### src/rtl/lwis_pkg.sv
`timescale 1ns / 1ps

package lwis_pkg;

   localparam int ID_W                = 32;
   localparam int WEIGHT_W            = 32;
   localparam int DEFAULT_MAX_ENTRIES = 16;

   localparam logic [WEIGHT_W-1:0] WEIGHT_MAX = {WEIGHT_W{1'b1}};

   // one table row as held in the entry memory
   typedef struct packed {
      logic [ID_W-1:0]     id;
      logic [WEIGHT_W-1:0] weight;
   } entry_type;

   localparam int ENTRY_W = $bits(entry_type);

endpackage

### src/rtl/lwis_ram.sv
`timescale 1ns / 1ps

module lwis_ram #(
   parameter int WIDTH = 64,
   parameter int DEPTH = 16,
   parameter int ADDR_W = (DEPTH > 1) ? $clog2(DEPTH) : 1
) (
   input  logic              clock,
   input  logic              wr_en,
   input  logic [ADDR_W-1:0] wr_addr,
   input  logic [WIDTH-1:0]  wr_data,
   input  logic              rd_en,
   input  logic [ADDR_W-1:0] rd_addr,
   output logic [WIDTH-1:0]  rd_data
);

   logic [WIDTH-1:0] mem_ff [DEPTH];
   logic [WIDTH-1:0] rd_data_ff;

   always_ff @(posedge clock) begin
      if (wr_en) begin
         mem_ff[wr_addr] <= wr_data;
      end
      if (rd_en) begin
         rd_data_ff <= mem_ff[rd_addr];
      end
   end

   assign rd_data = rd_data_ff;

endmodule

### src/rtl/least_weight_id_selector_top.sv
`timescale 1ns / 1ps
// one transaction at a time: a request is taken only in the idle state, after the previous response
// has been loaded into the output register; the scan walks the stored entries in order through the
// single read port of the entry memory, one entry walked per cycle
// reset: synchronous, active high; clears the entry count and all handshake state,
// the entry memory itself is not cleared, entries at or above the count are never read

module least_weight_id_selector_top #(
   parameter int MAX_ENTRIES = lwis_pkg::DEFAULT_MAX_ENTRIES
) (
   input  logic                         clock,
   input  logic                         reset,
   // request channel
   input  logic                         req_valid,
   output logic                         req_ready,
   input  logic [lwis_pkg::ID_W-1:0]     req_server_id,
   input  logic [lwis_pkg::WEIGHT_W-1:0] req_load_add,
   // response channel
   output logic                         rsp_valid,
   input  logic                         rsp_ready,
   output logic [lwis_pkg::ID_W-1:0]     rsp_least_id,
   output logic                         rsp_table_full,
   output logic                         rsp_new_entry
);

   import lwis_pkg::*;

   localparam int IDX_W = (MAX_ENTRIES > 1) ? $clog2(MAX_ENTRIES) : 1;
   localparam int CNT_W = $clog2(MAX_ENTRIES + 1);

   typedef enum logic [1:0] {
      ST_IDLE,
      ST_SCAN,
      ST_APPEND,
      ST_DELIVER
   } state_type;

   // control state
   state_type          state_ff,       state_in;
   logic [CNT_W-1:0]   count_ff,       count_in;
   logic [IDX_W-1:0]   scan_idx_ff,    scan_idx_in;
   logic               found_ff,       found_in;
   logic               rsp_valid_ff,   rsp_valid_in;

   // working payload of the transaction in flight
   logic [ID_W-1:0]     id_ff,         id_in;
   logic [WEIGHT_W-1:0] add_ff,        add_in;
   logic [WEIGHT_W-1:0] best_w_ff,     best_w_in;
   logic [ID_W-1:0]     best_id_ff,    best_id_in;
   logic                full_ff,       full_in;
   logic                fresh_ff,      fresh_in;

   // response registers
   logic [ID_W-1:0]     rsp_least_id_ff,   rsp_least_id_in;
   logic                rsp_table_full_ff, rsp_table_full_in;
   logic                rsp_new_entry_ff,  rsp_new_entry_in;

   // memory port signals
   logic               ram_wr_en;
   logic [IDX_W-1:0]   ram_wr_addr;
   entry_type          ram_wr_entry;
   logic               ram_rd_en;
   logic [IDX_W-1:0]   ram_rd_addr;
   entry_type          ram_rd_entry;
   logic [ENTRY_W-1:0] ram_rd_data;

   // entry datapath
   logic                hit;
   logic [WEIGHT_W:0]   sum;
   logic [WEIGHT_W-1:0] sat_w;
   logic [WEIGHT_W-1:0] cur_w;
   logic                last_entry;
   logic                table_is_full;
   logic                req_fire;

   lwis_ram #(
      .WIDTH (ENTRY_W),
      .DEPTH (MAX_ENTRIES),
      .ADDR_W(IDX_W)
   ) u_entry_ram (
      .clock  (clock),
      .wr_en  (ram_wr_en),
      .wr_addr(ram_wr_addr),
      .wr_data(ram_wr_entry),
      .rd_en  (ram_rd_en),
      .rd_addr(ram_rd_addr),
      .rd_data(ram_rd_data)
   );

   assign ram_rd_entry = entry_type'(ram_rd_data);

   assign req_ready = (state_ff == ST_IDLE);
   assign req_fire  = req_valid && req_ready;

   // match, saturating accumulate and the weight that takes part in the minimum
   assign hit        = (ram_rd_entry.id == id_ff);
   assign sum        = {1'b0, ram_rd_entry.weight} + {1'b0, add_ff};
   assign sat_w      = sum[WEIGHT_W] ? WEIGHT_MAX : sum[WEIGHT_W-1:0];
   assign cur_w      = hit ? sat_w : ram_rd_entry.weight;
   assign last_entry = ((CNT_W'(scan_idx_ff) + CNT_W'(1)) == count_ff);
   assign table_is_full = (count_ff == CNT_W'(MAX_ENTRIES));

   always_comb begin
      state_in          = state_ff;
      count_in          = count_ff;
      scan_idx_in       = scan_idx_ff;
      found_in          = found_ff;
      rsp_valid_in      = rsp_valid_ff;
      id_in             = id_ff;
      add_in            = add_ff;
      best_w_in         = best_w_ff;
      best_id_in        = best_id_ff;
      full_in           = full_ff;
      fresh_in          = fresh_ff;
      rsp_least_id_in   = rsp_least_id_ff;
      rsp_table_full_in = rsp_table_full_ff;
      rsp_new_entry_in  = rsp_new_entry_ff;

      ram_wr_en    = 1'b0;
      ram_wr_addr  = scan_idx_ff;
      ram_wr_entry = ram_rd_entry;
      ram_rd_en    = 1'b0;
      ram_rd_addr  = '0;

      // response leaves the output register
      if (rsp_valid_ff && rsp_ready) begin
         rsp_valid_in = 1'b0;
      end

      case (state_ff)
         ST_IDLE: begin
            if (req_fire) begin
               id_in       = req_server_id;
               add_in      = req_load_add;
               best_w_in   = WEIGHT_MAX;
               best_id_in  = '0;
               found_in    = 1'b0;
               full_in     = 1'b0;
               fresh_in    = 1'b0;
               scan_idx_in = '0;
               if (count_ff == '0) begin
                  state_in = ST_APPEND;
               end else begin
                  // first entry comes back next cycle
                  ram_rd_en   = 1'b1;
                  ram_rd_addr = '0;
                  state_in    = ST_SCAN;
               end
            end
         end

         ST_SCAN: begin
            // ids are unique, so at most one entry hits
            if (hit) begin
               found_in            = 1'b1;
               ram_wr_en           = 1'b1;
               ram_wr_addr         = scan_idx_ff;
               ram_wr_entry.id     = ram_rd_entry.id;
               ram_wr_entry.weight = sat_w;
            end
            // strict compare keeps the earliest entry on ties
            if (cur_w < best_w_ff) begin
               best_w_in  = cur_w;
               best_id_in = ram_rd_entry.id;
            end
            if (last_entry) begin
               state_in = ST_APPEND;
            end else begin
               ram_rd_en   = 1'b1;
               ram_rd_addr = scan_idx_ff + IDX_W'(1);
               scan_idx_in = scan_idx_ff + IDX_W'(1);
            end
         end

         ST_APPEND: begin
            if (!found_ff) begin
               if (table_is_full) begin
                  full_in = 1'b1;
               end else begin
                  ram_wr_en           = 1'b1;
                  ram_wr_addr         = count_ff[IDX_W-1:0];
                  ram_wr_entry.id     = id_ff;
                  ram_wr_entry.weight = add_ff;
                  count_in            = count_ff + CNT_W'(1);
                  fresh_in            = 1'b1;
                  // new entry is last in insertion order
                  if (add_ff < best_w_ff) begin
                     best_w_in  = add_ff;
                     best_id_in = id_ff;
                  end
               end
            end
            state_in = ST_DELIVER;
         end

         ST_DELIVER: begin
            // wait for the output register to free up
            if (!rsp_valid_ff || rsp_ready) begin
               rsp_valid_in      = 1'b1;
               rsp_least_id_in   = best_id_ff;
               rsp_table_full_in = full_ff;
               rsp_new_entry_in  = fresh_ff;
               state_in          = ST_IDLE;
            end
         end

         default: begin
            state_in = ST_IDLE;
         end
      endcase
   end

   always_ff @(posedge clock) begin
      if (reset) begin
         state_ff     <= ST_IDLE;
         count_ff     <= '0;
         scan_idx_ff  <= '0;
         found_ff     <= 1'b0;
         rsp_valid_ff <= 1'b0;
      end else begin
         state_ff     <= state_in;
         count_ff     <= count_in;
         scan_idx_ff  <= scan_idx_in;
         found_ff     <= found_in;
         rsp_valid_ff <= rsp_valid_in;
      end
      id_ff             <= id_in;
      add_ff            <= add_in;
      best_w_ff         <= best_w_in;
      best_id_ff        <= best_id_in;
      full_ff           <= full_in;
      fresh_ff          <= fresh_in;
      rsp_least_id_ff   <= rsp_least_id_in;
      rsp_table_full_ff <= rsp_table_full_in;
      rsp_new_entry_ff  <= rsp_new_entry_in;
   end

   assign rsp_valid      = rsp_valid_ff;
   assign rsp_least_id   = rsp_least_id_ff;
   assign rsp_table_full = rsp_table_full_ff;
   assign rsp_new_entry  = rsp_new_entry_ff;

   // entry count never runs past the table size
   a_count_bound: assert property (@(posedge clock) disable iff (reset)
      count_ff <= CNT_W'(MAX_ENTRIES))
      else $error("entry count beyond table size");

   // the count only moves by one, and only while appending
   a_count_step: assert property (@(posedge clock) disable iff (reset)
      (count_ff != $past(count_ff)) |->
         ($past(state_ff) == ST_APPEND) && (count_ff == $past(count_ff) + CNT_W'(1)))
      else $error("entry count changed outside an append");

   // a dropped transaction is reported only with a full table
   a_full_flag: assert property (@(posedge clock) disable iff (reset)
      (rsp_valid_ff && rsp_table_full_ff) |-> (table_is_full && !rsp_new_entry_ff))
      else $error("table full reported while entries remain");

endmodule
### config.mk
export PLATFORM = sky130hd
export DESIGN_NAME = least_weight_id_selector_top
export DESIGN_NICKNAME = d
export VERILOG_FILES = /design/src/rtl/lwis_pkg.sv /design/src/rtl/lwis_ram.sv /design/src/rtl/least_weight_id_selector_top.sv
export SDC_FILE = /design/constraint.sdc
export NUM_CORES = 2
export LEC_CHECK = 0
export BUFFER_PORTS_ARGS = -buffer_cell sky130_fd_sc_hd__buf_2
export CORE_MARGIN = 2
export CORE_UTILIZATION = 56
export DETAILED_ROUTE_END_ITERATION = 8
export GPL_TIMING_DRIVEN = 0
export MAX_ROUTING_LAYER = met4
export PLACE_DENSITY = 0.74
export SYNTH_ARGS = -nofsm -noshare
export SYNTH_HDL_FRONTEND = slang
export SYNTH_HIERARCHICAL = 1
export SYNTH_SLANG_ARGS = --single-unit
### constraint.sdc
create_clock -name clock -period 9.7 [get_ports clock]
set_input_delay 0.485 -clock clock [delete_from_list [all_inputs] [get_ports clock]]
set_output_delay 0.485 -clock clock [all_outputs]
set_load 0.005 [all_outputs]
# [Word-level counts from Yosys, hierarchy flattened]
# Memories as Yosys holds them, arrays and structs flattened. A register that Yosys moved wholly into a read port is not among the register bits.
# Cells that the tools add are included.
[word_totals] regBits=177 ram_bits=1024 n_memories=1
[mem_list] name="u_entry_ram.mem_ff" words=16 width=64 rd=1 rd_ports_with_merged_regs=1 write_ports=1 line_no="lwis_ram.sv:17" source="logic [WIDTH-1:0] mem_ff [DEPTH];"
[classes] add_sub_neg=4 n_lt_le_gt_ge=2 n_eq_ne=16 mux=53 bitwise_logic=2 n_reduce_logical=18
[ops] op="$mux 32" n=13
[ops] op="$pmux 32 s3" n=2
[ops] op="$mux 64" n=2
[ops] op="$pmux 64 s2" n=1
[ops] op="$lt 32x32->1" n=2
[ops] op="$add 32x32->33" n=1
[ops] op="$eq 32x32->1" n=1
[ops] op="$mux 4" n=7
[ops] op="$ne 2x2->1 const B" n=9
[ops] op="$mux 1" n=17
[ops] op="$reduce_and 3->1" n=4
[ops] op="$pmux 1 s2" n=5
[ops] op="$mux 2" n=4
[ops] op="$pmux 2 s4" n=1
[ops] op="$pmux 4 s2" n=1
[ops] op="$reduce_and 4->1" n=2
[ops] op="$reduce_and 6->1" n=1
[ops] op="$add 4x1->5 const B" n=1
[ops] op="$add 5x1->5 const B" n=1
[ops] op="$eq 5x5->1" n=1
[ops] op="$eq 5x5->1 const B" n=1
[ops] op="$logic_not 5->1" n=1
[ops] op="$add 4x1->4 const B" n=1
[ops] op="$eq 2x2->1 const B" n=2
[ops] op="10 further kinds" n=14

# [Depth between registers and ports, before layout]
[logic_depth] ltp_word=6 mapped_depth=21

# [Hierarchy]
# The synthesis kept the hierarchy.
[modules_own_cells] module="lwis_ram" n_inst=1 cells_per_inst=1647 area_per_inst_um2=40222.3 seq_area_each_um2=32671.3
[modules_own_cells] module="least_weight_id_selector_top" n_inst=1 cells_per_inst=1070 area_per_inst_um2=11502.3 seq_area_each_um2=5185.0

# [Least setup slack after synthesis]
# OpenSTA, ideal clock, no wires.
[synth_path] kind="register -> register" start="reg add_ff[0]" end="reg best_id_ff[0], enable pin" setup_ns=0.581 t_arrival_ns=9.078 setup_slack_ns=0.040 path_stages_with_launch=20 synth_period_minus_slack_ns=9.660 path_cell_list="edfxtp_1 > ha_1 > fa_1 > a211oi_2 > o21ai_1 > o311ai_1 > nand3b_1 > a211o_1 > a21oi_4 > buf_6 > a21oi_1 > ha_1 > a21o_1 > a21o_1 > a21oi_1 > o21ai_0 > a2111oi_0 > o22ai_1 > a211o_1 > a211oi_1"
[synth_between] elab_chain_cells=6 word_cells_on_any_way=8 cone_classes="add/sub (1); order compare (2); eq/ne (2); mux (2); reduce/logical (1)"
[synth_rtl] item="start: declaration" line_no="least_weight_id_selector_top.sv:47" source="logic [WEIGHT_W-1:0] add_ff, add_in;"
[synth_rtl] item="start signal: assignment" line_no="least_weight_id_selector_top.sv:228" source="add_ff <= add_in;"
[synth_rtl] item="$add 32x32->33" line_no="least_weight_id_selector_top.sv:97" source="assign sum = {1'b0, ram_rd_entry.weight} + {1'b0, add_ff};"
[synth_rtl] item="$mux 32" line_no="least_weight_id_selector_top.sv:98" source="assign sat_w = sum[WEIGHT_W] ? WEIGHT_MAX : sum[WEIGHT_W-1:0];"
[synth_rtl] item="$mux 32" line_no="least_weight_id_selector_top.sv:99" source="assign cur_w = hit ? sat_w : ram_rd_entry.weight;"
[synth_rtl] item="$lt 32x32->1" line_no="least_weight_id_selector_top.sv:162" source="if (cur_w < best_w_ff) begin"
[synth_rtl] item="$ne 2x2->1 (no line)"
[synth_rtl] item="$reduce_and 6->1 (no line) (*)"
[synth_rtl] item="end signal: assignment" line_no="least_weight_id_selector_top.sv:230" source="best_id_ff <= best_id_in;"
[synth_rtl] item="end: declaration" line_no="least_weight_id_selector_top.sv:49" source="logic [ID_W-1:0] best_id_ff, best_id_in;"
# Every way passes the cells marked *; elsewhere a longest branch is shown, timed or not.
# A chain may end at the register's enable or synchronous reset.

# [Worst setup path in the final report]
[layout_path] start="reg id_ff[4]" end="reg best_id_ff[16], enable pin"
[layout_between] elab_chain_cells=5
[layout_rtl] item="start: declaration" line_no="least_weight_id_selector_top.sv:46" source="logic [ID_W-1:0] id_ff, id_in;"
[layout_rtl] item="start signal: assignment" line_no="least_weight_id_selector_top.sv:227" source="id_ff <= id_in;"
[layout_rtl] item="$eq 32x32->1" line_no="least_weight_id_selector_top.sv:96" source="assign hit = (ram_rd_entry.id == id_ff);"
[layout_rtl] item="$mux 32" line_no="least_weight_id_selector_top.sv:99"
[layout_rtl] item="$lt 32x32->1" line_no="least_weight_id_selector_top.sv:162"
[layout_rtl] item="$ne 2x2->1 (no line)"
[layout_rtl] item="$reduce_and 6->1 (no line)"
# No other way between the ends.

==> run metrics <==
first-pass GRT wire length=199 mm; Switching Share=31.0%; final instance area=59,800 um^2; Max Cap Viol=0; main combinational cell family by area after synthesis=multiplexers; Yosys warnings=6; critical path class=reg -> reg; arrival time at the worst endpoint=8.40 ns; CTS sink cnt=1,265; routed vias/inst=6.57; pre-CTS setup slack=1.77 ns; max_slew headroom=7.77%; dominant register cell in the synthesized netlist=edfxtp_1; chip width=308 um; M1 GR Usage=39.3%; Final Critical Period=7.99 ns; post-synthesis compound-gate area fraction=7.36%; Synth Area in XOR/XNOR=1.15%; status=complete, no violations; Net Count, Synth=2,888; met2 global-route usage=48.2%; Mapped Area=51,700 um^2; Max Fclk=125 MHz; Pleak=19.8 nW; postcts setup bufs=0; Async SR Flop Fraction=0%; clock network power share=27.2%; Hold Path Class=in -> reg; Layout Skew=0.0657 ns; CTS tree=yes; Core ar.=91,700 um^2; largest net degree at the start of global routing=35; Top Usage Layer GRT=met2; fin util=65.3%; simple-gate share of the synthesized area=2.75%; fin worst setup slack=1.71 ns; final WL=138 mm; multiplexer share of the synthesized area=11.3%; FP Rows=111; critical path's top delay family=compound AO/OA/AOI/OAI gates; First-pass DRT Iterations=5; Power Density=283 nW/um^2; EDFF count, synth=1,252; DR WL/cell=31.4 um; Detail Placement HPWL=90.3 mm; Post-Syn Area per Cell=19.0 um^2; Global Route met3 Usage=5.69%; Initial Util=56.4%; depth of the CTS H-tree=3; Pins Over Slew Limit=0; Post-Synth Adder-Cell Area=2.51%; Synth-to-Final Area Change=15.7%; antenna violations before repair=2; Bufs and invs on worst path=5; Routed Antenna Nets=0; maximum vdd drop=0.229 mV; Total Nets Final=3,262; Critical Path Max Stage Delay=0.98 ns; GRT Total Usage=30.4%; DRC=0; DP Area=55,300 um^2; Buffers on Ports=103; TritonCTS Buffers=120; die area=94,800 um^2; CP Capture Type=flip-flop; vias in the first global route=29,400; Placer Congestion=0.912; crit-path cells=xor2_1 > nor4_1 > nand4_1 > nor2_1 > clkbuf_1 > nor2_1 > a21oi_1 > ha_1 > a21o_1 > a21o_1 > a21oi_1 > o21ai_0 > a2111oi_1 > clkdlybuf4s18_2 > o22ai_1 > a211o_1 > a211oi_4 > buf_16 > buf_8 > buf_8; Internal=0.0117 W; Overflow after GRT=0; Flop pwr share=46.1%; CTS root buffer=clkbuf_16; DR vias=28,800; clk buf depth=3; slowest CP cell=nor4_1; Clock Latency Late Sink=0.74 ns; Switch Pwr=0.00525 W; Die H=308 um; endpoints failing setup=0; unrepaired setup endpoints after global routing=no; Slew @ Worst Pin=1.38 ns; worst-path maximum fanout=17; Critical Path RT=10.12 ns; Fin. Hold Viols=0; DR iter-0 viols=3,314; Netlist cell types=73; sequential area share after synthesis=73.2%; period utilisation layout=82.3%; layout cells sized above 1=22.0%; Mapped Cells=2,717; number of cells in the finished layout apart from fillers=4,380; Worst-path clk slew=0.07 ns; # IOs=104; combinational power share=26.6%; Hold Slack=0.144 ns; FF+latch count, synth=1,265; critical path launch point type=flip-flop; placed cells=4,089
## flip-flops by register name, indices dropped and copies added (netlist names), 4 cells and up
signal               flops
count_ff                 5
best_w_ff               32
scan_idx_ff              4
u_entry_ram/rd_data     64
rsp_least_id            32
u_entry_ram/mem_ff    1024
add_ff                  32
best_id_ff              32
id_ff                   32
## layer usage
layer  share of wire, %  up-vias
li1                   -    12000
met1                 38    14800
met2                 49     1669
met3                9.2      305
met4                4.0        0
met5                  0        -
## timing repair
action	4_1_cts	5_1_grt
hold buffers	65	0
hold endpoints to repair	67	0
resized for setup	0	0
## logic make-up after synthesis
family | after synthesis
flops | 1265
compound gates | 505
simple gates | 310
mux | 263
buf+inv | 203
fa+ha+maj | 103
xor+xnor | 68
## power by group through the flow
stage               clock (W)  sequential, W  combinational (W)
floorplan                   0        0.00788            0.00286
global placement            0        0.00805            0.00408
detailed placement          0        0.00791            0.00445
CTS                   0.00467        0.00781            0.00449
global route          0.00487        0.00784            0.00489
finish                0.00461        0.00781            0.00451
## synthesized netlist by cell type (15+ instances only)
cell type / instances / area share, %
nor2b_1: 15 / 0.18
xor2_1: 50 / 0.85
a221o_1: 35 / 0.68
a21o_1: 42 / 0.61
nor2_1: 89 / 0.65
a22o_1: 65 / 1.1
nand3_1: 17 / 0.16
a21oi_1: 66 / 0.64
clkbuf_1: 90 / 0.65
inv_1: 62 / 0.45
mux4_2: 256 / 11
xnor2_1: 18 / 0.30
edfxtp_1: 1252 / 73
nand2_1: 112 / 0.81
ha_1: 102 / 2.5
o21ai_0: 48 / 0.46
a22oi_1: 140 / 2.0
nor3_1: 16 / 0.15
## worst paths after layout
check / startpoint / endpoint / slack, ns / cells after the start
setup reg to reg: id_ff[4] / best_id_ff[16] / 1.71 / 20
hold reg to reg: best_id_ff[22] / rsp_least_id[22] / 0.41 / 0
setup / recovery: id_ff[4] / best_id_ff[16] / 1.71 / 20
hold / removal: rsp_ready / rsp_valid / 0.14 / 4
## cells in the final DEF (no fill, tap or decap), types with 35 or more instances in the layout
cell type	count
clkbuf_1	110
edfxtp_1	1252
a21oi_1	66
mux4_2	256
nand2_1	112
ha_1	102
nor2_1	77
a22o_1	65
a221o_1	35
dlygate4sd3_1	65
a22oi_1	140
buf_6	42
xor2_1	50
o21ai_0	44
buf_2	117
inv_1	61
clkbuf_16	121
a21o_1	42
## worst reg2reg max path: stages (launching register included)
cell,delay [ns]
edfxtp_1,0.48
xor2_1,0.29
nor4_1,0.98
nand4_1,0.64
nor2_1,0.47
clkbuf_1,0.61
nor2_1,0.09
a21oi_1,0.40
ha_1,0.34
a21o_1,0.16
a21o_1,0.16
a21oi_1,0.14
o21ai_0,0.19
a2111oi_1,0.43
clkdlybuf4s18_2,0.32
o22ai_1,0.10
a211o_1,0.39
a211oi_4,0.76
buf_16,0.24
buf_8,0.21
buf_8,0.23
## per-stage QoR
stage / total power, W / setup TNS [ns]
6_report: 0.0169 / 0
3_5_place_dp: 0.0124 / 0
2_1_floorplan: 0.0107 / 0
5_1_grt: 0.0176 / 0
3_3_place_gp: 0.0121 / -3035.38
4_1_cts: 0.0170 / 0
## area by class of cell
type / instances / area [um^2]
Sequential cell: 1265 / 37900
Buffer: 139 / 671
Tap cell: 1186 / 1480
Inverter: 64 / 243
Clock inverter: 83 / 782
Timing Repair Buffer: 252 / 2560
Multi-Input combinational cell: 1249 / 13100
Fill cell: 5957 / 31800
Antenna cell: 1 / 2.50
Clock buffer: 141 / 3100
(Power assumes the default switching activity.)
